<file path="config.mk">
export PLATFORM = sky130hd
export DESIGN_NAME = stereo_mixer_register_file_core
export DESIGN_NICKNAME = d
export VERILOG_FILES = /design/src/hdl/smx_pkg.sv /design/src/hdl/smx_chan_regs.sv /design/src/hdl/stereo_mixer_register_file_core.sv
export SDC_FILE = /design/constraint.sdc
export NUM_CORES = 1
export LEC_CHECK = 0
export ABC_CLOCK_PERIOD_IN_PS = 5700
export BUFFER_PORTS_ARGS = -buffer_cell sky130_fd_sc_hd__buf_2
export CORE_MARGIN = 2
export CORE_UTILIZATION = 45
export DETAILED_ROUTE_END_ITERATION = 7
export PLACE_DENSITY = 0.73
export SYNTH_ARGS = -nofsm -noshare
export SYNTH_HDL_FRONTEND = slang
export SYNTH_SLANG_ARGS = --single-unit
</file>
<file path="constraint.sdc">
create_clock -name clk_i -period 5.7 [get_ports clk_i]
set_input_delay 1.14 -clock clk_i [delete_from_list [all_inputs] [get_ports clk_i]]
set_output_delay 1.14 -clock clk_i [all_outputs]
set_load 0.01 [all_outputs]
</file>
<file path="src/hdl/smx_pkg.sv">
// shared types, constants and level mapping for the stereo mixer register file
package smx_pkg;

  // mixer geometry and volume limits
  localparam int unsigned CHANNEL_COUNT  = 6;
  localparam int unsigned VOLUME_MAX     = 100;
  localparam int unsigned VOLUME_DEFAULT = 75;
  // channels 0 to 4 own a codec register
  localparam int unsigned CODEC_CHANNELS = 5;

  localparam int unsigned ChanW   = 3;
  localparam int unsigned LevelW  = 8;
  localparam int unsigned VolW    = 7;
  localparam int unsigned WordW   = 16;
  localparam int unsigned CodecW  = 5;

  // v*31/100 as v * (31 * ceil(2^19/100)) >> 19, exact for v below 128
  localparam int unsigned CodecShift = 19;
  localparam int unsigned CodecMul   = 31 * 5243;
  localparam int unsigned ProdW      = 25;
  localparam int unsigned ScaledW    = ProdW - CodecShift;

  // access kinds
  typedef enum logic [2:0] {
    KIND_SET_VOLUME   = 3'd0,
    KIND_SET_MUTE     = 3'd1,
    KIND_WRITE_PACKED = 3'd2,
    KIND_READ_PACKED  = 3'd3,
    KIND_WRITE_REC    = 3'd4,
    KIND_READ_REC     = 3'd5
  } kind_e;

  // one access, last field in the lowest bits
  typedef struct packed {
    logic [WordW-1:0]  word;
    logic              mute_request;
    logic [LevelW-1:0] right_level;
    logic [LevelW-1:0] left_level;
    logic [ChanW-1:0]  channel;
  } req_t;

  // one result, last field in the lowest bits
  typedef struct packed {
    logic              codec_mute;
    logic [CodecW-1:0] codec_right;
    logic [CodecW-1:0] codec_left;
    logic [ChanW-1:0]  codec_slot;
    logic              codec_update;
    logic              error;
    logic [WordW-1:0]  read_data;
  } res_t;

  localparam int unsigned ReqW   = $bits(req_t);
  localparam int unsigned InDataW  = ((ReqW + 7) / 8) * 8;
  localparam int unsigned ResW   = $bits(res_t);
  localparam int unsigned OutDataW = ((ResW + 7) / 8) * 8;

  // clamp a requested level to the volume maximum
  function automatic logic [VolW-1:0] clamp_level(input logic [LevelW-1:0] lvl);
    logic [VolW-1:0] res;
    if (lvl > LevelW'(VOLUME_MAX)) res = VolW'(VOLUME_MAX);
    else res = lvl[VolW-1:0];
    return res;
  endfunction

  // inverted codec attenuation, saturated at zero
  function automatic logic [CodecW-1:0] codec_level(input logic [VolW-1:0] vol);
    logic [ProdW-1:0]   prod;
    logic [ScaledW-1:0] scaled;
    logic [CodecW-1:0]  res;
    prod   = ProdW'(vol) * ProdW'(CodecMul);
    scaled = prod[ProdW-1:CodecShift];
    if (scaled > ScaledW'(31)) res = '0;
    else res = CodecW'(ScaledW'(31) - scaled);
    return res;
  endfunction

endpackage

</file>
<file path="src/hdl/smx_chan_regs.sv">
// per-channel volume, mute and record-select state with access decode
module smx_chan_regs (
  input  logic          clk_i,
  input  logic          rst_ni,
  input  logic          en_i,
  input  logic [2:0]    kind_i,
  input  smx_pkg::req_t req_i,
  input  logic          codec_present_i,
  output smx_pkg::res_t res_o
);
  import smx_pkg::*;

  logic [VolW-1:0] left_q [CHANNEL_COUNT];
  logic [VolW-1:0] right_q [CHANNEL_COUNT];
  logic [CHANNEL_COUNT-1:0] mute_q;
  logic [CHANNEL_COUNT-1:0] rec_q;

  logic [VolW-1:0] left_d, right_d;
  logic            mute_d;
  logic            chan_wr;
  logic            rec_wr;
  logic            ch_valid;
  logic            changed;
  logic [ChanW-1:0] ch;
  logic [VolW-1:0] cur_left, cur_right;
  logic            cur_mute;

  assign ch       = req_i.channel;
  assign ch_valid = ch < ChanW'(CHANNEL_COUNT);
  assign cur_left  = ch_valid ? left_q[ch]  : '0;
  assign cur_right = ch_valid ? right_q[ch] : '0;
  assign cur_mute  = ch_valid ? mute_q[ch]  : 1'b0;

  // decode the access and build the result
  always_comb begin
    left_d  = cur_left;
    right_d = cur_right;
    mute_d  = cur_mute;
    chan_wr = 1'b0;
    rec_wr  = 1'b0;
    changed = 1'b0;
    res_o   = '0;
    unique case (kind_e'(kind_i)) inside
      KIND_SET_VOLUME, KIND_SET_MUTE, KIND_WRITE_PACKED, KIND_READ_PACKED: begin
        if (!ch_valid) begin
          res_o.error = 1'b1;
        end else begin
          unique case (kind_e'(kind_i))
            KIND_SET_VOLUME: begin
              left_d  = clamp_level(req_i.left_level);
              right_d = clamp_level(req_i.right_level);
              changed = 1'b1;
            end
            KIND_SET_MUTE: begin
              mute_d  = req_i.mute_request;
              changed = 1'b1;
            end
            KIND_WRITE_PACKED: begin
              left_d  = clamp_level(req_i.word[7:0]);
              right_d = clamp_level({1'b0, req_i.word[14:8]});
              mute_d  = req_i.word[15];
              changed = 1'b1;
            end
            default: begin
              res_o.read_data = {cur_mute, cur_right, 1'b0, cur_left};
            end
          endcase
          chan_wr = changed;
        end
      end
      KIND_WRITE_REC: begin
        rec_wr = 1'b1;
      end
      KIND_READ_REC: begin
        res_o.read_data = WordW'(rec_q);
      end
      default: begin
      end
    endcase
    // level update toward the codec
    if (changed && codec_present_i && ch < ChanW'(CODEC_CHANNELS)) begin
      res_o.codec_update = 1'b1;
      res_o.codec_slot   = ch;
      res_o.codec_left   = codec_level(left_d);
      res_o.codec_right  = codec_level(right_d);
      res_o.codec_mute   = mute_d;
    end
  end

  // state update when the access completes
  always_ff @(posedge clk_i or negedge rst_ni) begin
    if (!rst_ni) begin
      for (int i = 0; i < CHANNEL_COUNT; i++) begin
        left_q[i]  <= VolW'(VOLUME_DEFAULT);
        right_q[i] <= VolW'(VOLUME_DEFAULT);
      end
      mute_q <= '0;
      rec_q  <= '0;
    end else if (en_i) begin
      if (chan_wr) begin
        left_q[ch]  <= left_d;
        right_q[ch] <= right_d;
        mute_q[ch]  <= mute_d;
      end
      if (rec_wr) begin
        rec_q <= req_i.word[CHANNEL_COUNT-1:0];
      end
    end
  end

endmodule

</file>
<file path="src/hdl/stereo_mixer_register_file_core.sv">
// top level of the stereo mixer register file with stream ports
// Six-channel stereo mixer register file. Each access word on the slave stream
// (kind in tuser) sets volumes, mute, a packed level word or the record mask,
// or reads them back, and yields exactly one result word on the master stream.
// An access is held in an input register, decoded and applied to the channel
// state, and the result lands in an output register; one word per cycle is
// sustained while the master stream accepts results. With codec_present set,
// volume and mute changes on channels 0 to 4 also report the inverted 5-bit
// codec levels in the result. The user must write the configuration register
// only while no access is in flight; the block itself does not enforce this.
module stereo_mixer_register_file_core (
  input  logic                         clk_i,
  input  logic                         rst_ni,
  // configuration: codec_present
  input  logic                         cfg_valid_i,
  output logic                         cfg_ready_o,
  input  logic                         cfg_data_i,
  // slave stream
  input  logic                         s_axis_tvalid,
  output logic                         s_axis_tready,
  // channel, left_level, right_level, mute_request, word, zero pad
  input  logic [smx_pkg::InDataW-1:0]  s_axis_tdata,
  // kind
  input  logic [2:0]                   s_axis_tuser,
  // master stream
  output logic                         m_axis_tvalid,
  input  logic                         m_axis_tready,
  // read_data, error, codec_update, codec_slot, codec_left, codec_right, codec_mute
  output logic [smx_pkg::OutDataW-1:0] m_axis_tdata
);
  import smx_pkg::*;

  logic       codec_present_q;
  logic       in_valid_q;
  req_t       in_req_q;
  logic [2:0] in_kind_q;
  logic       out_valid_q;
  res_t       out_res_q;
  res_t       res;
  logic       advance;

  // configuration register
  assign cfg_ready_o = 1'b1;
  always_ff @(posedge clk_i or negedge rst_ni) begin
    if (!rst_ni) begin
      codec_present_q <= 1'b0;
    end else if (cfg_valid_i) begin
      codec_present_q <= cfg_data_i;
    end
  end

  // pipeline flow
  assign advance       = in_valid_q && (!out_valid_q || m_axis_tready);
  assign s_axis_tready = !in_valid_q || advance;

  // input register
  always_ff @(posedge clk_i or negedge rst_ni) begin
    if (!rst_ni) begin
      in_valid_q <= 1'b0;
    end else if (s_axis_tready) begin
      in_valid_q <= s_axis_tvalid;
    end
  end

  always_ff @(posedge clk_i) begin
    if (s_axis_tready && s_axis_tvalid) begin
      in_req_q  <= s_axis_tdata[ReqW-1:0];
      in_kind_q <= s_axis_tuser;
    end
  end

  // channel state and access decode
  smx_chan_regs u_chan_regs (
    .clk_i           (clk_i),
    .rst_ni          (rst_ni),
    .en_i            (advance),
    .kind_i          (in_kind_q),
    .req_i           (in_req_q),
    .codec_present_i (codec_present_q),
    .res_o           (res)
  );

  // result register
  always_ff @(posedge clk_i or negedge rst_ni) begin
    if (!rst_ni) begin
      out_valid_q <= 1'b0;
    end else if (advance) begin
      out_valid_q <= 1'b1;
    end else if (m_axis_tready) begin
      out_valid_q <= 1'b0;
    end
  end

  always_ff @(posedge clk_i) begin
    if (advance) begin
      out_res_q <= res;
    end
  end

  assign m_axis_tvalid = out_valid_q;
  assign m_axis_tdata  = OutDataW'(out_res_q);

endmodule
</file>
After elaboration in Yosys (flattened, before gate mapping)

Cells that the tools add are included.

Add/subtract/negate cells: 2
$mul: 2
Order comparisons: 12
Equal/unequal tests: 5
Muxes and demuxes: 42
Bitwise operators: 2
Reduce and logical (&&, ||, !) cells: 18

Operators with widths:

| kind                  | count |
|---|---|
| $mux 7                | 15 |
| $bwmux 42             | 2 |
| $mul 7x18->25 const B | 2 |
| $bmux 7 s3            | 2 |
| $mux 16               | 2 |
| $pmux 16 s2           | 1 |
| $pmux 7 s2            | 2 |
| $gt 8x7->1 const B    | 3 |
| $demux 7 s3           | 1 |
| $mux 1                | 13 |
| $gt 6x5->1 const B    | 2 |
| $sub 5x5->5 const A   | 2 |
| $gt 7x7->1 const B    | 1 |
| $bwmux 6              | 1 |
| $eq 3x2->1 const B    | 2 |
| $eq 3x3->1 const B    | 2 |
| $logic_and 1x1->1     | 6 |
| $lt 3x3->1 const B    | 2 |
| $ge 4x4->1 const B    | 1 |
| $lt 3x4->1 const B    | 1 |
| $lt 4x1->1 const B    | 1 |
| $not 3->4             | 1 |
| $reduce_and 2->1      | 2 |
| $reduce_or 2->1       | 2 |
| other kinds (12)      | 14 |

Bits in registers: 170
Output and inout bits: 35
Word-level logic and storage cells: 113

Longest topological paths before layout

Gate-level depths: netlist of run 1.

Depth after elaboration: 11
Depth in mapped cells: 25

Hierarchy

From an unflattened synthesis of run 1, not the netlist that was laid out.

Cells, all modules: 947
Area total of the unflattened synthesis: 11016.8 sq um

By module, submodules not included:

| module                          | instances | cells an instance | area an instance (sq um) | seq. area each (sq um) |
|---|---|---|---|---|
| smx_chan_regs                   | 1         | 864               | 8733.4                   | 2462.4 |
| stereo_mixer_register_file_core | 1         | 83                | 2283.4                   | 2207.1 |

Worst setup path after synthesis of run 1

OpenSTA, ideal clock, no wires.

Kind: register to register
Start: reg in_req_q[2] in the netlist's numbering
End: reg out_res_q (netlist bit m_axis_tdata[27]) (data pin)
Library setup time: 0.255 ns
Data arrival time: 5.840 ns
Data required time: 5.445 ns
Slack: -0.394 ns
Stages on the path, launching flop included: 23
Buffers on the path: 3
Clock period less this slack: 6.094 ns
Path through: edfxtp_1 -> buf_6 -> buf_6 -> nor2b_2 -> buf_2 -> nand2_1 -> o21ai_0 -> o21ai_0 -> o21a_1 -> nor2_1 -> fa_1 -> inv_1 -> fa_1 -> fa_1 -> fa_1 -> ha_1 -> a21oi_1 -> o21ai_0 -> a221oi_2 -> or4b_1 -> o22ai_2 -> mux2i_1 -> and2_1

Longest elaborated chain between the ends: 11

RTL lines:

| element                                    | line                                  | text |
|---|---|---|
| from (decl)                                | stereo_mixer_register_file_core.sv:35 | `req_t in_req_q;` |
| from (signal assigned)                     | stereo_mixer_register_file_core.sv:67 | `in_req_q <= s_axis_tdata[ReqW-1:0];` |
| $not 3->4 (implied by the code)            | smx_chan_regs.sv:31                   | `assign cur_right = ch_valid ? right_q[ch] : '0;` |
| $bmux 7 s3                                 | smx_chan_regs.sv:31                   |  |
| $mux 7 (implied by the code) (2 in series) | smx_chan_regs.sv:31                   |  |
| $mux 7                                     | smx_chan_regs.sv:31                   |  |
| $pmux 7 s2                                 | smx_chan_regs.sv:48                   | `unique case (kind_e'(kind_i))` |
| $mux 7                                     | smx_chan_regs.sv:45                   | `if (!ch_valid) begin` |
| $mux 7 (*)                                 | smx_chan_regs.sv:43                   | `unique case (kind_e'(kind_i)) inside` |
| net u_chan_regs.right_d[5]                 | smx_chan_regs.sv:18                   | `logic [VolW-1:0] left_d, right_d;` |
| $mul 7x18->25 (*)                          | smx_pkg.sv:71                         | `prod = ProdW'(vol) * ProdW'(CodecMul);` |
| $gt 6x5->1                                 | smx_pkg.sv:73                         | `if (scaled > ScaledW'(31)) res = '0;` |
| $reduce_or 2->1 (no source line)           | n/a                                   |  |
| to (signal assigned)                       | stereo_mixer_register_file_core.sv:96 | `out_res_q <= res;` |
| to (decl)                                  | stereo_mixer_register_file_core.sv:38 | `res_t out_res_q;` |

Mark *: on every way through the listed nets, which the timed path passes. The rest lies on a longest branch. The select of a mux whose other input is x is not followed.
A chain may end at the register's enable or synchronous reset.

Worst setup path after layout of run 1

Start: reg in_req_q[1] in the netlist's numbering
End: reg out_res_q (netlist bit m_axis_tdata[27]) (data pin)

The elaborated chain is that of the path after synthesis.

==> results of run 1 <==
timing repair:
| item | in CTS | in global routing |
|---|---|---|
| setup endpoints to repair | 9 | 10 |
| gates cloned | 1 | 0 |
| pin swaps | 20 | 49 |
| buffers inserted | 11 | 16 |
| gates resized for setup | 37 | 72 |
report_power, final:
group | total, mW | switching, mW | internal [mW]
sequential | 1.59 | 0.0936 | 1.50
clock | 1.22 | 0.571 | 0.644
combinational | 2.76 | 1.45 | 1.31
flip-flops by register name, indices dropped and copies added (netlist names), 3 cells and up:
signal / count
in_req_q: 36
u_chan_regs.right_q: 42
in_kind_q: 3
u_chan_regs.rec_q: 6
m_axis_tdata: 31
u_chan_regs.left_q: 42
u_chan_regs.mute_q: 6
area by class of cell:
cell class                 count  area share, %
inverter                     124          3.332
tap                          324          2.849
timing repair buffer         217          10.71
multi-input combinational    644          45.96
clock inverter                15          1.556
clock buffer                  17          2.990
sequential                   169          32.60
critical path, stage by stage, from the launching register on:
cell and delay (ps):
edfxtp_1 540, buf_12 170, clkinvlp_4 120, buf_6 140
a221o_1 320, o21ai_2 90, o21a_1 170, nor2_4 70
fa_2 570, inv_2 60, fa_1 520, fa_1 440
fa_1 550, ha_4 230, a41o_1 190, a221oi_2 340
or4b_4 520, o22ai_4 150, mux2i_1 90, and2_1 160
cells in the final DEF, fill, tap and decap left out, drive strengths merged, types with 6 or more instances in the layout:
master | netlist | final
nand2 | 52 | 52
a221oi | 8 | 8
o21ai | 49 | 49
nand2b | 8 | 8
clkinv | 2 | 10
a21o | 13 | 13
mux4 | 7 | 7
dfrtp | 51 | 51
nor3 | 8 | 8
a211oi | 8 | 8
a221o | 7 | 7
nor2 | 47 | 47
fa | 59 | 59
or3 | 7 | 7
a21oi | 44 | 44
o211ai | 8 | 8
mux2 | 74 | 74
clkbuf | 12 | 17
nand4 | 7 | 7
ha | 103 | 103
edfxtp | 70 | 70
dfstp | 48 | 48
o21a | 6 | 6
inv | 122 | 126
nand3 | 21 | 21
nor2b | 8 | 9
mux2i | 13 | 13
and2 | 6 | 6
buf | 19 | 217
metal layers:
layer / share of wire (%) / routed length [um] / track usage [%] / vias to the layer above
li1: - / - / - / 3881
met1: 41 / 11360 / 27.13 / 4140
met2: 52 / 14340 / 36.81 / 220
met3: 4.2 / 1163 / 3.310 / 54
met4: 2.9 / 793 / 7.723 / 0
met5: 0 / 0 / 0 / -
per-stage QoR:
stage / hold WS (ps) / instances
after detailed placement: 456.6 / 1450
after global placement: 452.5 / 1450
final: 467.8 / 1510
after CTS: 470.8 / 1494
after global routing: 511.3 / 1510
after floorplan: 443.3 / 967
logic make-up (layout without fill, tap and decap cells):
| family | Yosys count | in the layout | share of synthesized area (%) |
|---|---|---|---|
| AND/OR/NAND/NOR | 196 | 197 | 9.150 |
| AO/OA/AOI/OAI | 184 | 184 | 11.74 |
| flip-flops | 169 | 169 | 41.12 |
| adder cells (fa/ha/maj) | 162 | 162 | 21.89 |
| buffers and inverters | 155 | 373 | 5.700 |
| multiplexers | 94 | 94 | 9.937 |
| XOR/XNOR | 5 | 5 | 0.3881 |
| other | 2 | 2 | 0.06657 |
final timing paths:
| path | cells past startpoint | end | slack, ps | from |
|---|---|---|---|---|
| max in group asynchronous | 2 | u_chan_regs.left_q[18] | 3850 | rst_ni |
| min reg2reg | 2 | u_chan_regs.right_q[1] | 470 | u_chan_regs.right_q[1] |
| max reg2reg | 19 | m_axis_tdata[27] | -9 | in_req_q[1] |
| min in group asynchronous | 1 | m_axis_tvalid | 730 | rst_ni |
| min | 2 | u_chan_regs.right_q[1] | 470 | u_chan_regs.right_q[1] |
| max | 19 | m_axis_tdata[27] | -9 | in_req_q[1] |
==> results.cfg, run 1 <==
[synthesis]
synth_commonest_cells = 122 x inv_1, 103 x ha_1, 74 x mux2_2
synth.largest_area_cell = edfxtp_1
synthDistinctLibCells = 84
synth_top_cell_area_share_pct = 18.63
yosysWarnings = 0
synth_most_common_cell = inv_1
synth_edf_count = 70
synth_seq_cells = 169
synth_fp_nets = 1178
yosys-top-cells-area = edfxtp_1 19%, ha_1 11%, dfrtp_1 11%, dfstp_2 11%, fa_1 10%
async_flop_share_pct = 58.58
synthFlopType = edfxtp_1
yosysSeqAreaShare_pct = 41.12
syn_avg_cell_area_um2 = 11.67
syn-instance-count = 967
synth_area_um2 = 11280

[routing]
antenna_left = 0
routed_wl_um = 27660
vias = 8295
wire_per_inst_um = 18.32
drc_errors = 0
dr.pass1.iters = 7
drt-initial-drc-count = 604
via_per_inst = 5.493

[power_and_ir_drop]
powerDensity_nw_per_um2 = 391.7
p_leak_nw = 6.573
power_mw = 5.573
irDropWorstVdd_mv = 0.2757

[worst_setup_path]
critPathCaptureType = flip-flop
cp_max_fo = 7
crit_required_ps = 5880
crit_type = flip-flop to flip-flop
arrival_ps = 5890
start_kind = flip-flop

[timing]
slew_headroom_pct = 26.97
clock_skew_ps = 15.10
min_period_ps = 5709
setup-tns-final_ps = -8.740
slew_violations = 0
finalSetupViolations = 1
fmaxAchievable_mhz = 175.2
fin_ws_ps = -8.740
worst_slew_pin_slew_ps = 1092
rsz0062_at_grt = true
min_period_over_period_pct = 100.2
hold_viol_final = 0

[global_route]
antenna_found_initial = 0
grt_overflow = 0
grt_pass1_wl_um = 43690
grtUsageTotal_pct = 21.26
grt_pass1_vias = 8473
grt_max_degree = 53

[layout]
antenna_cells = 0
fillers = 1938
fin_area_um2 = 14230
final_util_pct = 58.17
syn_to_final_growth_pct = 26.13
multi_input_area_um2 = 6540
regArea_um2 = 4639
nets = 1384
drive_above_1_share_pct = 41.15

[place]
dp_slack_ps = -146.4
gp_congestion = 0.8835
io_buffer_count = 77
placed_cell_area_um2 = 12870
hpwl_um = 19960

[clock_tree]
hold_buffers = 0
path_clk_slew_ps = 80
cts_buffer_depth = 2
cts_sinks = 169
worstSkewPairLatency_ps = 430
numCtsBuffers = 17
clockRootBuffer = clkbuf_16
cts_tree = done
h-tree-depth = 4

[floorplanning]
core_area_um2 = 24460
dieArea_um2 = 26350
die_h_um = 162.3
rows = 57
start_util_pct = 46.12
fp.dieW_um = 162.3
ios = 84

[run_status]
status = finished, violations left
violations = negative setup slack

[flow_run]
maxCapViolCount = 0

[min_path]
hold_path.class = flip-flop to flip-flop
Power figures use the tool's default switching activity.
==> run 2: changes to the inputs <==
PLACE_DENSITY = not set   (was 0.73)
REMOVE_ABC_BUFFERS = 1   (was not set)
==> results.cfg, run 2 (same netlist as run 1, synthesis figures left out) <==
[min_path]
hold_depth = 2
hold_path.class = flip-flop to flip-flop

[layout]
drive_above_1_share_pct = 46.43
final_common_cell = buf_4
antenna_cells = 0
fillers = 1995
final_cell_mix = 192 x buf_4, 109 x inv_1, 79 x ha_1
top_regs = u_chan_regs.left_q (42), u_chan_regs.right_q (42), in_req_q (36)
nets = 1458
final_util_pct = 61.13
syn_to_final_growth_pct = 32.54

[timing]
hold_viol_final = 0
whs_ps = 469.3
fin_ws_ps = -83.77
slew_violations = 0
worst_slew_pin_slew_ps = 1106
min_period_over_period_pct = 101.5
rsz0062_at_grt = true
slew_headroom_pct = 26.03
clock_skew_ps = 13.07
min_period_ps = 5784
fmaxAchievable_mhz = 172.9
finalSetupViolations = 5

[routing]
antenna_left = 0
drc_errors = 0
routed_wl_um = 28940
via_per_inst = 5.327
vias = 8438
wire_per_inst_um = 18.27
dr.pass1.iters = 5
drt-initial-drc-count = 483

[run_status]
violations = negative setup slack
status = finished, violations left

[clock_tree]
cts_tree = done
clockRootBuffer = clkbuf_16
worstSkewPairLatency_ps = 450
numCtsBuffers = 17
path_clk_slew_ps = 80
cts_sinks = 169
hold_buffers = 0
cts_buffer_depth = 2
h-tree-depth = 4

[power_and_ir_drop]
switching_share_pct = 38.13
p_seq_share_pct = 26.9
internal-power_mw = 3.660
p_switching_mw = 2.256
p_leak_nw = 6.903
clkPwrFrac_pct = 20.6
comb_power_share_pct = 52.5
irDropWorstVdd_mv = 0.3631
powerDensity_nw_per_um2 = 395.7
power_mw = 5.916

[worst_setup_path]
cp_max_fo = 4
crit_required_ps = 5900
arrival_ps = 5980
start_kind = flip-flop
critPathCaptureType = flip-flop
crit_type = flip-flop to flip-flop
ff2ff_path_depth = 18

[floorplanning]
start_util_pct = 46.12
core_area_um2 = 24460
dieArea_um2 = 26350
die_h_um = 162.3
rows = 57
ios = 84
fp.dieW_um = 162.3

[flow_run]
maxCapViolCount = 0

[place]
gp_congestion = 0.8269
hpwl_um = 20310
dp_slack_ps = -288.5
io_buffer_count = 77

[global_route]
antenna_found_initial = 0
grt_overflow = 0
grt_max_degree = 65
grt_pass1_vias = 8499
grtUsageTotal_pct = 22.17
grt_pass1_wl_um = 44860
[run 2: cell count changes in the layout (fill, tap and decap cells not counted), sizes merged]
cell	previous run	this run
bufinv	1	0
buf	217	292
inv	126	128
nor2b	9	8
clkinv	10	9
[run 2: layout make-up]
type                       instances  area (um^2)  area share, %
multi-input combinational        643         6660          44.54
timing repair buffer             292         2136          14.28
inverter                         124        474.2          3.171
clock buffer                      17        425.4          2.845
sequential                       169         4639          31.03
tap                              324        405.4          2.711
clock inverter                    15        212.7          1.422
[run 2: worst max-delay path: stages, from the launching register on]
cell and delay, ps:
edfxtp_1 480, buf_6 170, mux2_2 350, a221o_1 350, o21ai_2 100, o21a_1 160
nor2_2 80, fa_1 550, inv_2 60, fa_1 560, fa_1 440, fa_1 550
ha_4 230, a41o_1 220, a221oi_2 350, or4b_4 520, o22ai_4 130, mux2i_1 90
and2_1 160
[run 2: power by group through the flow]
stage,Clock [mW],Sequential [mW],Combinational [mW]
after floorplan,0,1.60,1.53
after global placement,0,1.60,2.35
after detailed placement,0,1.61,2.38
after CTS,1.24,1.59,2.62
after global routing,1.28,1.61,3.45
final,1.22,1.59,3.11
[run 2: path summary, 6_finish.rpt]
path                                        startpoint                     end  slack [ps]
worst max-delay path                       in_req_q[2]        m_axis_tdata[27]         -80
worst min-delay path            u_chan_regs.right_q[1]  u_chan_regs.right_q[1]         470
worst max register to register             in_req_q[2]        m_axis_tdata[27]         -80
worst min register to register  u_chan_regs.right_q[1]  u_chan_regs.right_q[1]         470
max in group asynchronous                       rst_ni  u_chan_regs.left_q[27]        3910
min in group asynchronous                       rst_ni    u_chan_regs.rec_q[5]         770
[run 2: timing repair]
item | in CTS | in global routing
endpoints found under the setup margin | 10 | 11
pin swaps | 26 | 87
buffers inserted | 56 | 30
gates resized for setup | 45 | 109
[run 2: layer usage]
metal / track usage (%) / up-vias / share of wire [%]
met5: 0 / - / 0
met2: 38.90 / 183 / 51
met1: 28.50 / 4195 / 43
met4: 6.879 / 0 / 2.4
met3: 3.209 / 51 / 3.2
li1: - / 4009 / -
[run 2: metrics by stage]
step	instance area, um^2	cells	TNS, ps
3_3_place_gp	13000	1474	-1844
3_5_place_dp	13000	1474	-2116
5_1_grt	14950	1584	-1478
2_1_floorplan	11110	936	-5439
6_report	14950	1584	-310.0
4_1_cts	14260	1560	-110.4
==> run 3: changes to the inputs <==
ABC_CLOCK_PERIOD_IN_PS = 5100   (was 5700)
BUFFER_PORTS_ARGS = -buffer_cell sky130_fd_sc_hd__clkbuf_2   (was -buffer_cell sky130_fd_sc_hd__buf_2)
SKIP_LAST_GASP = 1   (was not set)
clock period = 5.1 ns   (was 5.7 ns; I/O delays follow)
==> results.cfg, run 3 (same netlist as run 1, synthesis figures left out) <==
[timing]
fmaxAchievable_mhz = 173.6
rsz0062_at_grt = true
worst_slew_pin_slew_ps = 1149
slew_headroom_pct = 23.21
min_period_over_period_pct = 113.0
finalSetupViolations = 11
fin_ws_ps = -661.4
slew_violations = 0
hold_viol_final = 0
whs_ps = 470.5
min_period_ps = 5761
clock_skew_ps = 18.39

[layout]
final_cells = 1634
nets = 1508
final_common_cell = buf_4
syn_to_final_growth_pct = 35.10
final_util_pct = 62.31
fillers = 1977
drive_above_1_share_pct = 47.25
antenna_cells = 0
fin_area_um2 = 15240
top_regs = u_chan_regs.left_q (42), u_chan_regs.right_q (42), in_req_q (36)
final_cell_mix = 241 x buf_4, 115 x inv_1, 84 x ha_1

[clock_tree]
path_clk_slew_ps = 70
cts_tree = done
numCtsBuffers = 17
cts_buffer_depth = 2
h-tree-depth = 4
worstSkewPairLatency_ps = 440
hold_buffers = 0
clockRootBuffer = clkbuf_16
cts_sinks = 169

[routing]
dr.pass1.iters = 7
antenna_left = 0
routed_wl_um = 30290
drt-initial-drc-count = 502
wire_per_inst_um = 18.54
via_per_inst = 5.346
vias = 8736
drc_errors = 0

[floorplanning]
core_area_um2 = 24460
rows = 57
die_h_um = 162.3
fp.dieW_um = 162.3
start_util_pct = 46.12
dieArea_um2 = 26350
ios = 84

[worst_setup_path]
crit_required_ps = 5300
arrival_ps = 5960
cp_cell_sequence = buf_6, buf_12, mux2_4, a221o_1, o21ai_2, buf_4, o21a_1, nor2_4, fa_2, inv_2, fa_1, fa_1, fa_1, ha_4, a21oi_2, o21ai_1, a221oi_2, or4b_4, o22ai_4, mux2i_1, and2_1
cpPeakStageDelay_ps = 570
critPathCaptureType = flip-flop
path_delay_family = adder cells
cp_max_fo = 6
crit_buf_inv = 4
start_kind = flip-flop
crit_slowest_cell = fa_1
path_common_cell = fa_1
crit_type = flip-flop to flip-flop

[run_status]
violations = negative setup slack
status = finished, violations left

[global_route]
grt_max_degree = 63
antenna_found_initial = 0
grt_overflow = 0
grt_pass1_vias = 9267
grtUsageTotal_pct = 23.73
grt_pass1_wl_um = 47910

[power_and_ir_drop]
irDropWorstVdd_mv = 0.2794
powerDensity_nw_per_um2 = 427.8
p_leak_nw = 7.143

[min_path]
hold_path.class = flip-flop to flip-flop

[place]
dp.cells = 1530
placed_cell_area_um2 = 13400
io_buffer_count = 77
gp_congestion = 0.8568
hpwl_um = 21250

[flow_run]
maxCapViolCount = 0
==> run 3: cell count changes in the layout (fill, tap and decap cells not counted), sizes merged <==
cell / change
clkbuf: +76
inv: -2
buf: -26
clkinvlp: +1
clkinv: +1
==> run 3: path summary, 6_finish.rpt <==
path	from	to	slack, ps	cells past startpoint
min in group asynchronous	rst_ni	u_chan_regs.rec_q[4]	660	1
max in group asynchronous	rst_ni	u_chan_regs.left_q[27]	3340	2
setup reg to reg	in_req_q[2]	m_axis_tdata[27]	-660	21
hold / removal	u_chan_regs.right_q[15]	u_chan_regs.right_q[15]	470	2
hold reg to reg	u_chan_regs.right_q[15]	u_chan_regs.right_q[15]	470	2
setup / recovery	in_req_q[2]	m_axis_tdata[27]	-660	21
==> run 3: layer usage <==
metal  up-vias  global-route usage, %  wire, um
met5         -                      0         0
met1      4404                  29.78     12860
li1       4113                      -         -
met4         0                  7.401       627
met3        43                  3.234       939
met2       176                  42.59     15860
==> run 3: worst reg2reg max path, cell delays in order, from the launching register on <==
cell	delay, ps
edfxtp_1	380
buf_6	160
buf_12	130
mux2_4	300
a221o_1	310
o21ai_2	90
buf_4	130
o21a_1	150
nor2_4	60
fa_2	550
inv_2	50
fa_1	520
fa_1	460
fa_1	570
ha_4	230
a21oi_2	110
o21ai_1	90
a221oi_2	340
or4b_4	520
o22ai_4	140
mux2i_1	90
and2_1	160
==> run 3: final cells by class <==
type                       count  area, um^2  area share [%]
clock buffer                  17       425.4           2.791
multi-input combinational    643        6595           43.27
inverter                     124       478.0           3.136
sequential                   169        4639           30.44
clock inverter                15       176.4           1.157
tap                          324       405.4           2.660
timing repair buffer         342        2522           16.55
==> run 3: timing repair <==
item	CTS	global route
gates cloned	1	0
setup buffers	64	14
setup endpoints to repair	10	11
gates resized for setup	108	31
pin swaps	76	34
==> run 3: metrics by stage <==
| step | setup WS, ps | total power [mW] | setup TNS (ps) |
|---|---|---|---|
| finish | -661.4 | 6.521 | -5733 |
| global route | -811.7 | 6.997 | -7636 |
| CTS | -496.3 | 6.320 | -4433 |
| detailed placement | -800.7 | 4.535 | -7304 |
| global placement | -717.1 | 4.476 | -6798 |
| floorplan | -1340 | 3.500 | -11440 |
==> run 3: report_power, final <==
group,switching (mW),total [mW],internal [mW]
Clock,0.627,1.29,0.661
Combinational,1.72,3.45,1.73
Sequential,0.104,1.78,1.68
Total,2.46,6.52,4.07
